File: config.mk
export PLATFORM = sky130hd
export DESIGN_NAME = mbetc_queue
export DESIGN_NICKNAME = d
export VERILOG_FILES = /design/src/mbetc_pkg.sv /design/src/mbetc_queue.sv
export SDC_FILE = /design/constraint.sdc
export NUM_CORES = 1
export LEC_CHECK = 0
export ABC_CLOCK_PERIOD_IN_PS = 3800
export BUFFER_PORTS_ARGS = -buffer_cell sky130_fd_sc_hd__buf_2
export CORE_MARGIN = 2
export CORE_UTILIZATION = 35
export DETAILED_ROUTE_END_ITERATION = 12
export SYNTH_ARGS = -nofsm -noshare
export SYNTH_HDL_FRONTEND = slang
export SYNTH_SLANG_ARGS = --single-unit
File: constraint.sdc
create_clock -name clk -period 3.8 [get_ports clk]
set_clock_uncertainty 0.05 [all_clocks]
set_input_delay 0.38 -clock clk [delete_from_list [all_inputs] [get_ports clk]]
set_output_delay 0.38 -clock clk [all_outputs]
set_load 0.03 [all_outputs]
File: src/mbetc_pkg.sv
// Shared types and constants for the escape-time color block.
// Used by the point queue, the iteration core, the color fold unit and the top level.
`default_nettype none

package mbetc_pkg;

  localparam int DATA_W          = 32;
  localparam int ITER_W          = 16;
  localparam int COLOR_W         = 16;
  localparam int NUM_COLORS_W    = 9;
  localparam int MASK_W          = 8;
  localparam int CFG_IDX_W       = 3;
  localparam int CFG_DATA_W      = 32;
  localparam int FRAC_BITS_DEF   = 28;
  localparam int QUEUE_DEPTH_DEF = 2;

  // Palettes smaller than this fold by masking instead of by modulus.
  localparam int SMALL_PALETTE = 16;

  localparam logic [ITER_W-1:0]       ITER_LIMIT_RST = 16'd255;
  localparam logic [COLOR_W-1:0]      INSIDE_RST     = 16'd0;
  localparam logic [NUM_COLORS_W-1:0] NUM_COLORS_RST = 9'd256;
  localparam logic [MASK_W-1:0]       COLOR_MASK_RST = 8'd255;

  typedef struct packed {
    logic signed [DATA_W-1:0] re;
    logic signed [DATA_W-1:0] im;
  } point_t;

  typedef struct packed {
    logic signed [DATA_W-1:0] start_real;
    logic signed [DATA_W-1:0] start_imag;
    logic [ITER_W-1:0]        iter_limit;
    logic [COLOR_W-1:0]       inside_color;
  } core_cfg_t;

  typedef struct packed {
    logic [NUM_COLORS_W-1:0] num_colors;
    logic [MASK_W-1:0]       color_mask;
  } fold_cfg_t;

  typedef enum logic [CFG_IDX_W-1:0] {
    CFG_START_REAL   = 3'd0,
    CFG_START_IMAG   = 3'd1,
    CFG_ITER_LIMIT   = 3'd2,
    CFG_INSIDE_COLOR = 3'd3,
    CFG_NUM_COLORS   = 3'd4,
    CFG_COLOR_MASK   = 3'd5
  } cfg_index_t;

  typedef enum logic [1:0] {
    CORE_IDLE,
    CORE_MUL,
    CORE_UPD,
    CORE_DONE
  } core_state_t;

  typedef enum logic [1:0] {
    FOLD_IDLE,
    FOLD_DIV,
    FOLD_OUT
  } fold_state_t;

endpackage

`default_nettype wire

File: src/mbetc_queue.sv
// Small point queue between the input port and the iteration core.
// Depends on mbetc_pkg for the point type.
`default_nettype none

module mbetc_queue #(
  parameter int DEPTH = mbetc_pkg::QUEUE_DEPTH_DEF
) (
  input  wire                  clk,
  input  wire                  rst,
  input  wire                  in_valid,
  output logic                 in_ready,
  input  mbetc_pkg::point_t    in_point,
  output logic                 out_valid,
  input  wire                  out_ready,
  output mbetc_pkg::point_t    out_point
);
  import mbetc_pkg::*;

  localparam int PTR_W = (DEPTH > 1) ? $clog2(DEPTH) : 1;
  localparam int CNT_W = $clog2(DEPTH + 1);

  point_t             entries [DEPTH];
  logic [PTR_W-1:0]   wr_ptr;
  logic [PTR_W-1:0]   rd_ptr;
  logic [CNT_W-1:0]   count;
  logic               push;
  logic               pop;

  assign in_ready  = (count != CNT_W'(DEPTH));
  assign out_valid = (count != '0);
  assign out_point = entries[rd_ptr];
  assign push      = in_valid && in_ready;
  assign pop       = out_valid && out_ready;

  always_ff @(posedge clk) begin
    if (push) begin
      entries[wr_ptr] <= in_point;
    end
  end

  always_ff @(posedge clk) begin
    if (rst) begin
      wr_ptr <= '0;
      rd_ptr <= '0;
      count  <= '0;
    end else begin
      if (push) begin
        wr_ptr <= (wr_ptr == PTR_W'(DEPTH - 1)) ? '0 : wr_ptr + 1'b1;
      end
      if (pop) begin
        rd_ptr <= (rd_ptr == PTR_W'(DEPTH - 1)) ? '0 : rd_ptr + 1'b1;
      end
      case ({push, pop})
        2'b10:   count <= count + 1'b1;
        2'b01:   count <= count - 1'b1;
        default: count <= count;
      endcase
    end
  end

endmodule

`default_nettype wire

==> flow_summary.json <==
{
  "synth_edf_count": 128,
  "netlist_area_sq_um": 4820,
  "synthDistinctLibCells": 19,
  "outcome": "finished, final reports clean",
  "ctsHoldBuffers": 0,
  "insertedDiodeCount": 0,
  "min_period_ps": 2380,
  "rsz0062_at_grt": "false",
  "ys_top_cells_by_area": "edfxtp_1, mux2_2, dfxtp_1",
  "synth.top_cells.by_count": "edfxtp_1, mux2_2, buf_2, dfxtp_1, nor2_1",
  "first_iter_violations": 90,
  "numCtsBuffers": 17,
  "area_growth_pct": 31.3,
  "finalWeightedCongestion": 0.695,
  "grt_max_degree": 65,
  "drv_cap": 0,
  "critical_path.cell_chain": "mux2_2 > buf_2",
  "post-route-util": 0.474,
  "synthCells": 223,
  "routed-via-count": 2480,
  "worst_hold_path_type": "in -> reg",
  "p_sw_frac": 0.305,
  "p_sw_mw": 1.53,
  "yosys_most_used_dff": "edfxtp_1",
  "worst_setup_path_end_kind": "primary output",
  "core_area_sq_um": 13300,
  "die_area_sq_um": 14700,
  "p_per_area_nw_per_um2": 794,
  "dr.pass1.iters": 4,
  "power_frac_seq": 0.399,
  "antenna_left": 0,
  "crit_path_max_incr_delay_ps": 910,
  "gr-total-overflow": 0,
  "start_util": 0.361,
  "path_clk_slew_ps": 60,
  "hold_violations": 0,
  "cp-start-kind": "flip-flop",
  "cts_tree": "done",
  "wirelength_um": 8360,
  "synth_seq_cells": 133,
  "cts_resized": 0,
  "wire_per_inst_um": 15.0,
  "tns_ps": 0,
  "port_buffers": 133,
  "grt_first_pass_wirelength_um": 12700,
  "fin_nets": 438,
  "p_comb_frac": 0.261,
  "synth_most_common_cell": "edfxtp_1",
  "arrival_ps": 1950,
  "hpwlAfterDp_um": 5040,
  "synth_top_area_share": 0.797,
  "drv_slew": 0,
  "required_ps": 3370,
  "internal-power_mw": 3.49,
  "grt_pass1_vias": 2517,
  "power_frac_clock": 0.340,
  "holdWs_ps": 108,
  "fp-row-count": 42,
  "viasPerCell": 4.44,
  "yosysSeqAreaShare": 0.818,
  "mappedNetlistNets": 292,
  "n_fill_cell": 1188,
  "antenna_found_initial": 0,
  "cts.sinks": 133,
  "clock_latency_ps": 400,
  "power_mw": 5.02,
  "post_cts_buffers": 0,
  "path_class": "reg -> out",
  "die_y_um": 121,
  "fmax_mhz": 420,
  "clock_path_buffers": 2,
  "ys_warn_count": 0,
  "drc": 0,
  "setup_viol": 0,
  "crit_fanout": 64,
  "slew-limit-headroom": 0.392,
  "static-leakage-power_nw": 2.35,
  "worst_slew_pin_slew_ps": 911,
  "drive_gt1_frac": 0.605,
  "ir_drop_v": 0.000470,
  "period_share": 0.627,
  "cts_root_buffer": "clkbuf_16",
  "htreeDepth": 4,
  "synth.largest_area_cell": "edfxtp_1",
  "postSynth.asyncResetShare": 0,
  "grt_use_total": 0.119,
  "syn_avg_cell_area_sq_um": 21.6,
  "die_w_um": 121,
  "stdcell_count": 558,
  "slowest_stage": "dfxtp_4",
  "pin_count": 134,
  "dp_cells": 526
}
[critical path, delay by kind of cell (launching register included)]
kind	cells	cell delay (ps)
buf+inv	1	180
flops	1	910
mux	1	430
[kinds of logic (layout without fill, tap and decap cells)]
kind of cell | after synthesis | in the layout | synth area share
AND/OR/NAND/NOR | 9 | 9 | 0.00986
XOR/XNOR | 3 | 3 | 0.00545
flip-flops | 133 | 133 | 0.818
AO/OA/AOI/OAI | 5 | 5 | 0.00675
multiplexers | 64 | 64 | 0.149
buffers and inverters | 8 | 167 | 0.00804
adder cells (fa/ha/maj) | 1 | 1 | 0.00259
[stage by stage]
stage / worst slack, ps / instance area (sq um)
finish: 1420 / 6330
global placement: 1770 / 5700
detailed placement: 1770 / 5700
global route: 1270 / 6330
CTS: 1330 / 6330
floorplan: 940 / 4820
[state kept, by name (all words and copies together) (netlist names), named ones only]
name,flops
count,2
rd_ptr,1
wr_ptr,1
entries,128
[path summary, 6_finish.rpt]
| kind | cells after the start | to | from | slack [ps] |
|---|---|---|---|---|
| min | 1 | entries[0][33] | in_point[33] | 110 |
| max | 2 | out_point[22] | flip-flop | 1420 |
| min reg2reg | 2 | flip-flop | rd_ptr | 460 |
| max reg2reg | 4 | entries[0][10] | count[0] | 1780 |
[layout by cell type (no fill, tap or decap), types with 2 or more instances in the layout]
cell type,Yosys,layout
buf_2,7,133
edfxtp_1,128,128
mux2_2,64,64
clkbuf_16,0,17
bufinv_16,0,4
clkbuf_1,0,4
dfxtp_1,5,4
nor2_1,3,3
clkinvlp_4,0,3
clkbuf_8,0,3
xnor2_1,2,2
a21oi_1,2,2
[final cells by class]
| cell class | instances | area, sq um | area share |
|---|---|---|---|
| Tap cell | 176 | 220 | 0.0348 |
| Clock buffer | 24 | 482 | 0.0761 |
| Inverter | 1 | 3.75 | 0.000593 |
| Timing Repair Buffer | 134 | 686 | 0.108 |
| Multi-Input combinational cell | 82 | 845 | 0.133 |
| Clock inverter | 8 | 148 | 0.0233 |
| Sequential cell | 133 | 3950 | 0.624 |
[per-layer routing]
metal,vias to the layer above,GRT usage,wire [um]
met5,-,0,0
met3,12,0.0470,528
met4,0,0.0603,130
met1,1200,0.140,3570
li1,1180,-,-
met2,88,0.190,4130
[power by group through the flow]
| stage | sequential (mW) | combinational [mW] | clock (mW) |
|---|---|---|---|
| finish | 2.01 | 1.31 | 1.71 |
| global route | 2.04 | 1.40 | 1.82 |
| global placement | 2.04 | 1.33 | 0 |
| CTS | 2.02 | 1.33 | 1.75 |
| floorplan | 1.93 | 1.06 | 0 |
| detailed placement | 2.05 | 1.33 | 0 |
(Power assumes the default switching activity.)
