$ cat src/mbetc_pkg.sv
// Shared types and constants for the escape-time color block.
// Used by the point queue, the iteration core, the color fold unit and the top level.
`default_nettype none

package mbetc_pkg;

  localparam int DATA_W          = 32;
  localparam int ITER_W          = 16;
  localparam int COLOR_W         = 16;
  localparam int NUM_COLORS_W    = 9;
  localparam int MASK_W          = 8;
  localparam int CFG_IDX_W       = 3;
  localparam int CFG_DATA_W      = 32;
  localparam int FRAC_BITS_DEF   = 28;
  localparam int QUEUE_DEPTH_DEF = 2;

  // Palettes smaller than this fold by masking instead of by modulus.
  localparam int SMALL_PALETTE = 16;

  localparam logic [ITER_W-1:0]       ITER_LIMIT_RST = 16'd255;
  localparam logic [COLOR_W-1:0]      INSIDE_RST     = 16'd0;
  localparam logic [NUM_COLORS_W-1:0] NUM_COLORS_RST = 9'd256;
  localparam logic [MASK_W-1:0]       COLOR_MASK_RST = 8'd255;

  typedef struct packed {
    logic signed [DATA_W-1:0] re;
    logic signed [DATA_W-1:0] im;
  } point_t;

  typedef struct packed {
    logic signed [DATA_W-1:0] start_real;
    logic signed [DATA_W-1:0] start_imag;
    logic [ITER_W-1:0]        iter_limit;
    logic [COLOR_W-1:0]       inside_color;
  } core_cfg_t;

  typedef struct packed {
    logic [NUM_COLORS_W-1:0] num_colors;
    logic [MASK_W-1:0]       color_mask;
  } fold_cfg_t;

  typedef enum logic [CFG_IDX_W-1:0] {
    CFG_START_REAL   = 3'd0,
    CFG_START_IMAG   = 3'd1,
    CFG_ITER_LIMIT   = 3'd2,
    CFG_INSIDE_COLOR = 3'd3,
    CFG_NUM_COLORS   = 3'd4,
    CFG_COLOR_MASK   = 3'd5
  } cfg_index_t;

  typedef enum logic [1:0] {
    CORE_IDLE,
    CORE_MUL,
    CORE_UPD,
    CORE_DONE
  } core_state_t;

  typedef enum logic [1:0] {
    FOLD_IDLE,
    FOLD_DIV,
    FOLD_OUT
  } fold_state_t;

endpackage

`default_nettype wire

$ cat src/mbetc_fold.sv
// Color fold unit with output register: masks or reduces a raw color beyond
// the palette, using a bit-serial remainder, else passes it on. Depends on mbetc_pkg.
`default_nettype none

module mbetc_fold (
  input  wire                             clk,
  input  wire                             rst,
  input  mbetc_pkg::fold_cfg_t            cfg,
  input  wire                             in_valid,
  output logic                            in_ready,
  input  wire [mbetc_pkg::COLOR_W-1:0]    in_color,
  output logic                            out_valid,
  input  wire                             out_ready,
  output logic [mbetc_pkg::COLOR_W-1:0]   out_color
);
  import mbetc_pkg::*;

  localparam int CNT_W = $clog2(COLOR_W);

  fold_state_t state;
  fold_state_t state_next;

  logic [COLOR_W-1:0] dividend;
  logic [MASK_W-1:0]  rem;
  logic [CNT_W-1:0]   bit_cnt;
  logic [COLOR_W-1:0] result;

  logic               beyond;
  logic               small_pal;
  logic               need_div;
  logic [MASK_W:0]    trial;
  logic [MASK_W:0]    trial_sub;
  logic [MASK_W-1:0]  rem_step;

  assign beyond    = in_color >= COLOR_W'(cfg.num_colors);
  assign small_pal = cfg.num_colors < NUM_COLORS_W'(SMALL_PALETTE);
  assign need_div  = beyond && !small_pal && (cfg.color_mask != '0) && (in_color != '0);

  // One restoring step of (color - 1) mod color_mask per cycle, MSB first.
  assign trial     = {rem, dividend[COLOR_W-1]};
  assign trial_sub = trial - {1'b0, cfg.color_mask};
  assign rem_step  = (trial >= {1'b0, cfg.color_mask}) ? trial_sub[MASK_W-1:0]
                                                      : trial[MASK_W-1:0];

  assign out_color = result;

  always_comb begin
    state_next = state;
    case (state)
      FOLD_IDLE: begin
        if (in_valid) begin
          state_next = need_div ? FOLD_DIV : FOLD_OUT;
        end
      end
      FOLD_DIV: begin
        if (bit_cnt == '0) begin
          state_next = FOLD_OUT;
        end
      end
      FOLD_OUT: begin
        if (out_ready) begin
          state_next = FOLD_IDLE;
        end
      end
      default: begin
        state_next = FOLD_IDLE;
      end
    endcase
  end

  always_comb begin
    in_ready  = 1'b0;
    out_valid = 1'b0;
    case (state)
      FOLD_IDLE: in_ready  = 1'b1;
      FOLD_OUT:  out_valid = 1'b1;
      default: begin
        in_ready  = 1'b0;
        out_valid = 1'b0;
      end
    endcase
  end

  always_ff @(posedge clk) begin
    if (rst) begin
      state <= FOLD_IDLE;
    end else begin
      state <= state_next;
    end
  end

  always_ff @(posedge clk) begin
    case (state)
      FOLD_IDLE: begin
        if (in_valid) begin
          dividend <= in_color - 1'b1;
          rem      <= '0;
          bit_cnt  <= CNT_W'(COLOR_W - 1);
          if (beyond && small_pal) begin
            result <= in_color & COLOR_W'(cfg.color_mask);
          end else begin
            result <= in_color;
          end
        end
      end
      FOLD_DIV: begin
        rem      <= rem_step;
        dividend <= dividend << 1;
        bit_cnt  <= bit_cnt - 1'b1;
        if (bit_cnt == '0) begin
          result <= COLOR_W'(rem_step) + 1'b1;
        end
      end
      default: begin
      end
    endcase
  end

endmodule

`default_nettype wire

$ cat config.mk
export PLATFORM = sky130hd
export DESIGN_NAME = mbetc_fold
export DESIGN_NICKNAME = d
export VERILOG_FILES = /design/src/mbetc_pkg.sv /design/src/mbetc_fold.sv
export SDC_FILE = /design/constraint.sdc
export NUM_CORES = 1
export LEC_CHECK = 0
export ABC_CLOCK_PERIOD_IN_PS = 4400
export BUFFER_PORTS_ARGS = -buffer_cell sky130_fd_sc_hd__buf_2
export CORE_ASPECT_RATIO = 1.5
export CORE_MARGIN = 1
export CORE_UTILIZATION = 45
export DETAILED_ROUTE_END_ITERATION = 8
export PLACE_DENSITY = 0.69
export SLEW_MARGIN = 25
export SYNTH_ARGS = -nofsm -noshare
export SYNTH_HDL_FRONTEND = slang
export SYNTH_SLANG_ARGS = --single-unit
$ cat constraint.sdc
create_clock -name clk -period 4.4 [get_ports clk]
set_input_delay 0.44 -clock clk [delete_from_list [all_inputs] [get_ports clk]]
set_output_delay 0.44 -clock clk [all_outputs]
set_load 0.005 [all_outputs]
==> metrics.txt <==
main combinational cell family by area after synthesis simple AND/OR/NAND/NOR gates; mux cell area share after synthesis 2.22%; Root Buffer clkbuf_8; crit path capture type register; maxcap violations 0; area grow syn2layout 13.2%; vias in the first global route 2634; Critical Path Source Type register; worst-margin pin slew 0.978 ns; fin crit share 75.6%; Die Y 106 µm; CTS clk-pin slew, worst paths 0.09 ns; Synth Cell Area 3260 µm²; antenna viol nets, final 0; status complete, no violations; hold path startpoint rst; total core area 6940 µm²; clk sinks 46; synth warn 0; largest net degree at the start of global routing 44; CTS Buf Count 5; Synth Area in Adders 8.67%; CP arrival 3.34 ns; final cell utilization of the core 53.2%; via/cell ratio 5.65; most numerous cell in the Yosys netlist edfxtp_1; Hold Path Class input port to register; Most used DFF post-synth edfxtp_1; DP Worst Slack 1.03 ns; Pre-antenna DRT Iters 4; Initial Util 47.0%; Cell variety after synth 56; RSZ-0062 raised after global routing no; Final WS setup 1.07 ns; setup violators final 0; Post CTS Setup Buffer Count 0; # port buffers 54; Post-Synth Simple-Gate Area 19.1%; flops & latches, synth 46; syn_nets 404; CTS resizes 0; CP max FO 13; CTS tree done; Clock Skew 0.00653 ns; xor/xnor share of the synthesized area 6.71%; CTS Buffer Depth 2; worst r2r src rem[1]; Avg WL per Cell 15.3 µm; Reg power frac 36.5%; # diodes 0; count of pins over their slew limit 0; Post-synth EDFFs 44; Post-Syn Area per Cell 9.45 µm²; total grt overflow 0; LEAKAGE 0.00152 µW; fraction of registers with async set/reset 0%; DRC viols 0; die area 7600 µm²; Internal 1390 µW; Critical Path RT 4.41 ns; Highest Clock Rate 301 MHz; initial antenna violation count 0; die width 71.5 µm; Clock Latency Late Sink 0.30 ns; Comb pwr share 52.2%; Hold Vio Cnt, Final 0; routability cong. 0.866; DR vias 2686; first-pass GRT wire length 12200 µm; row count 37; cell count after synthesis 345; sw frac 41.9%; HPWL Detailed 5590 µm; maximum VDD drop 0.434 mV; complex-gate fraction of the synthesized area 16.4%; CTS Hold Bufs 0; post-synth top area share 40.5%; DRT iter0 DRCs 143; sum of negative setup slack 0 ns; CP startpoint rem[1]; Pwr Density 646 nW/µm²; Clk pwr share 11.3%; register area share after synthesis 41.7%; Top-Level Pins 55; post-synth top area cell edfxtp_1; layout cells sized above 1 20.2%; Final min period 3.33 ns; Rel. slew slack 34.8%; synth top area cells edfxtp_1 41%, ha_1 8.1%, o21ai_0 5.2%, nand2_1 3.7%, xnor2_1 3.5%; Max H-tree Level 2; Tot GR Track Use 20.8%; WL final 7280 µm; worst setup path category register to register; synth cell count leaders 44 x edfxtp_1, 34 x o21ai_0, 32 x nand2_1; switching pwr 999 µW; fin nets 455
==> registers in the layout, indices dropped and copies added, names as in the netlist <==
| register | count |
|---|---|
| dividend | 16 |
| out_color | 16 |
| rem | 8 |
| bit_cnt | 4 |
| state | 2 |
==> logic make-up (layout without fill, tap and decap cells) <==
| family | after synthesis | count (layout) |
|---|---|---|
| AO/OA/AOI/OAI | 85 | 85 |
| XOR/XNOR | 25 | 25 |
| adder cells (fa/ha/maj) | 22 | 22 |
| buffers and inverters | 41 | 93 |
| flip-flops | 46 | 46 |
| multiplexers | 7 | 7 |
| AND/OR/NAND/NOR | 119 | 119 |
==> layer usage <==
layer  vias to the layer above  GRT usage, %  wire length, µm
met5                         -             0                0
li1                       1354             -                -
met4                         0          9.52              228
met1                      1231          24.8             3060
met2                        86          36.6             3680
met3                        15          2.84              298
==> stage by stage <==
stage	hold slack, ns	power [µW]	area (µm²)	cells
3_5_place_dp	0.511	2120	3600	467
5_1_grt	0.304	2580	3690	475
4_1_cts	0.288	2390	3690	475
3_3_place_gp	0.501	2090	3600	467
6_report	0.301	2380	3690	475
2_1_floorplan	0.496	1760	3260	345
==> path summary, 6_finish.rpt <==
check                       to  slack [ns]  cells after the start
setup / recovery  out_color[6]        1.07                     11
hold / removal        state[1]        0.30                      2
setup reg to reg  out_color[6]        1.07                     11
hold reg to reg    dividend[7]        0.52                      2
==> cell type report <==
class,instances,area (µm²)
Sequential cell,46,1360
Inverter,26,97.6
Timing Repair Buffer,59,308
Clock inverter,3,23.8
Clock buffer,5,68.8
Tap cell,78,97.6
Multi-Input combinational cell,258,1740
Fill cell,647,3250
==> worst max-delay path, stage by stage (launching register included) <==
cell and delay, ns:
edfxtp_1 0.48, ha_1 0.48, and3_1 0.21, nand3_1 0.16, a31oi_1 0.36, nor2_1 0.07
buf_4 0.21, mux2i_1 0.26, ha_1 0.30, inv_1 0.12, nor4_1 0.29, a221oi_1 0.10
==> power groups by stage <==
stage | Clock [µW] | Sequential [µW] | Combinational [µW]
after floorplan | 0 | 871 | 888
after global placement | 0 | 877 | 1220
after detailed placement | 0 | 882 | 1230
after CTS | 277 | 872 | 1240
after global routing | 293 | 895 | 1390
final | 269 | 870 | 1250
==> placed cells by master (no fill, tap or decap), types with 2 or more instances in the layout <==
cell / instances
and2_1: 4
buf_4: 5
mux2i_1: 5
ha_1: 21
nor4_1: 7
o22ai_1: 2
clkbuf_8: 5
o211ai_1: 6
or3_1: 2
nand2_1: 32
a31oi_1: 4
nor3_1: 7
dfxtp_1: 2
a21o_1: 3
nor2b_1: 4
a21oi_1: 13
xor2_1: 12
a211oi_1: 4
o21a_1: 4
nand2b_1: 5
nand3_1: 9
nor2_1: 25
xnor2_1: 13
edfxtp_1: 44
inv_1: 26
o21ai_0: 34
mux2_2: 2
or3b_2: 2
clkinvlp_4: 2
and3_1: 11
buf_2: 54
(Power assumes the default switching activity.)
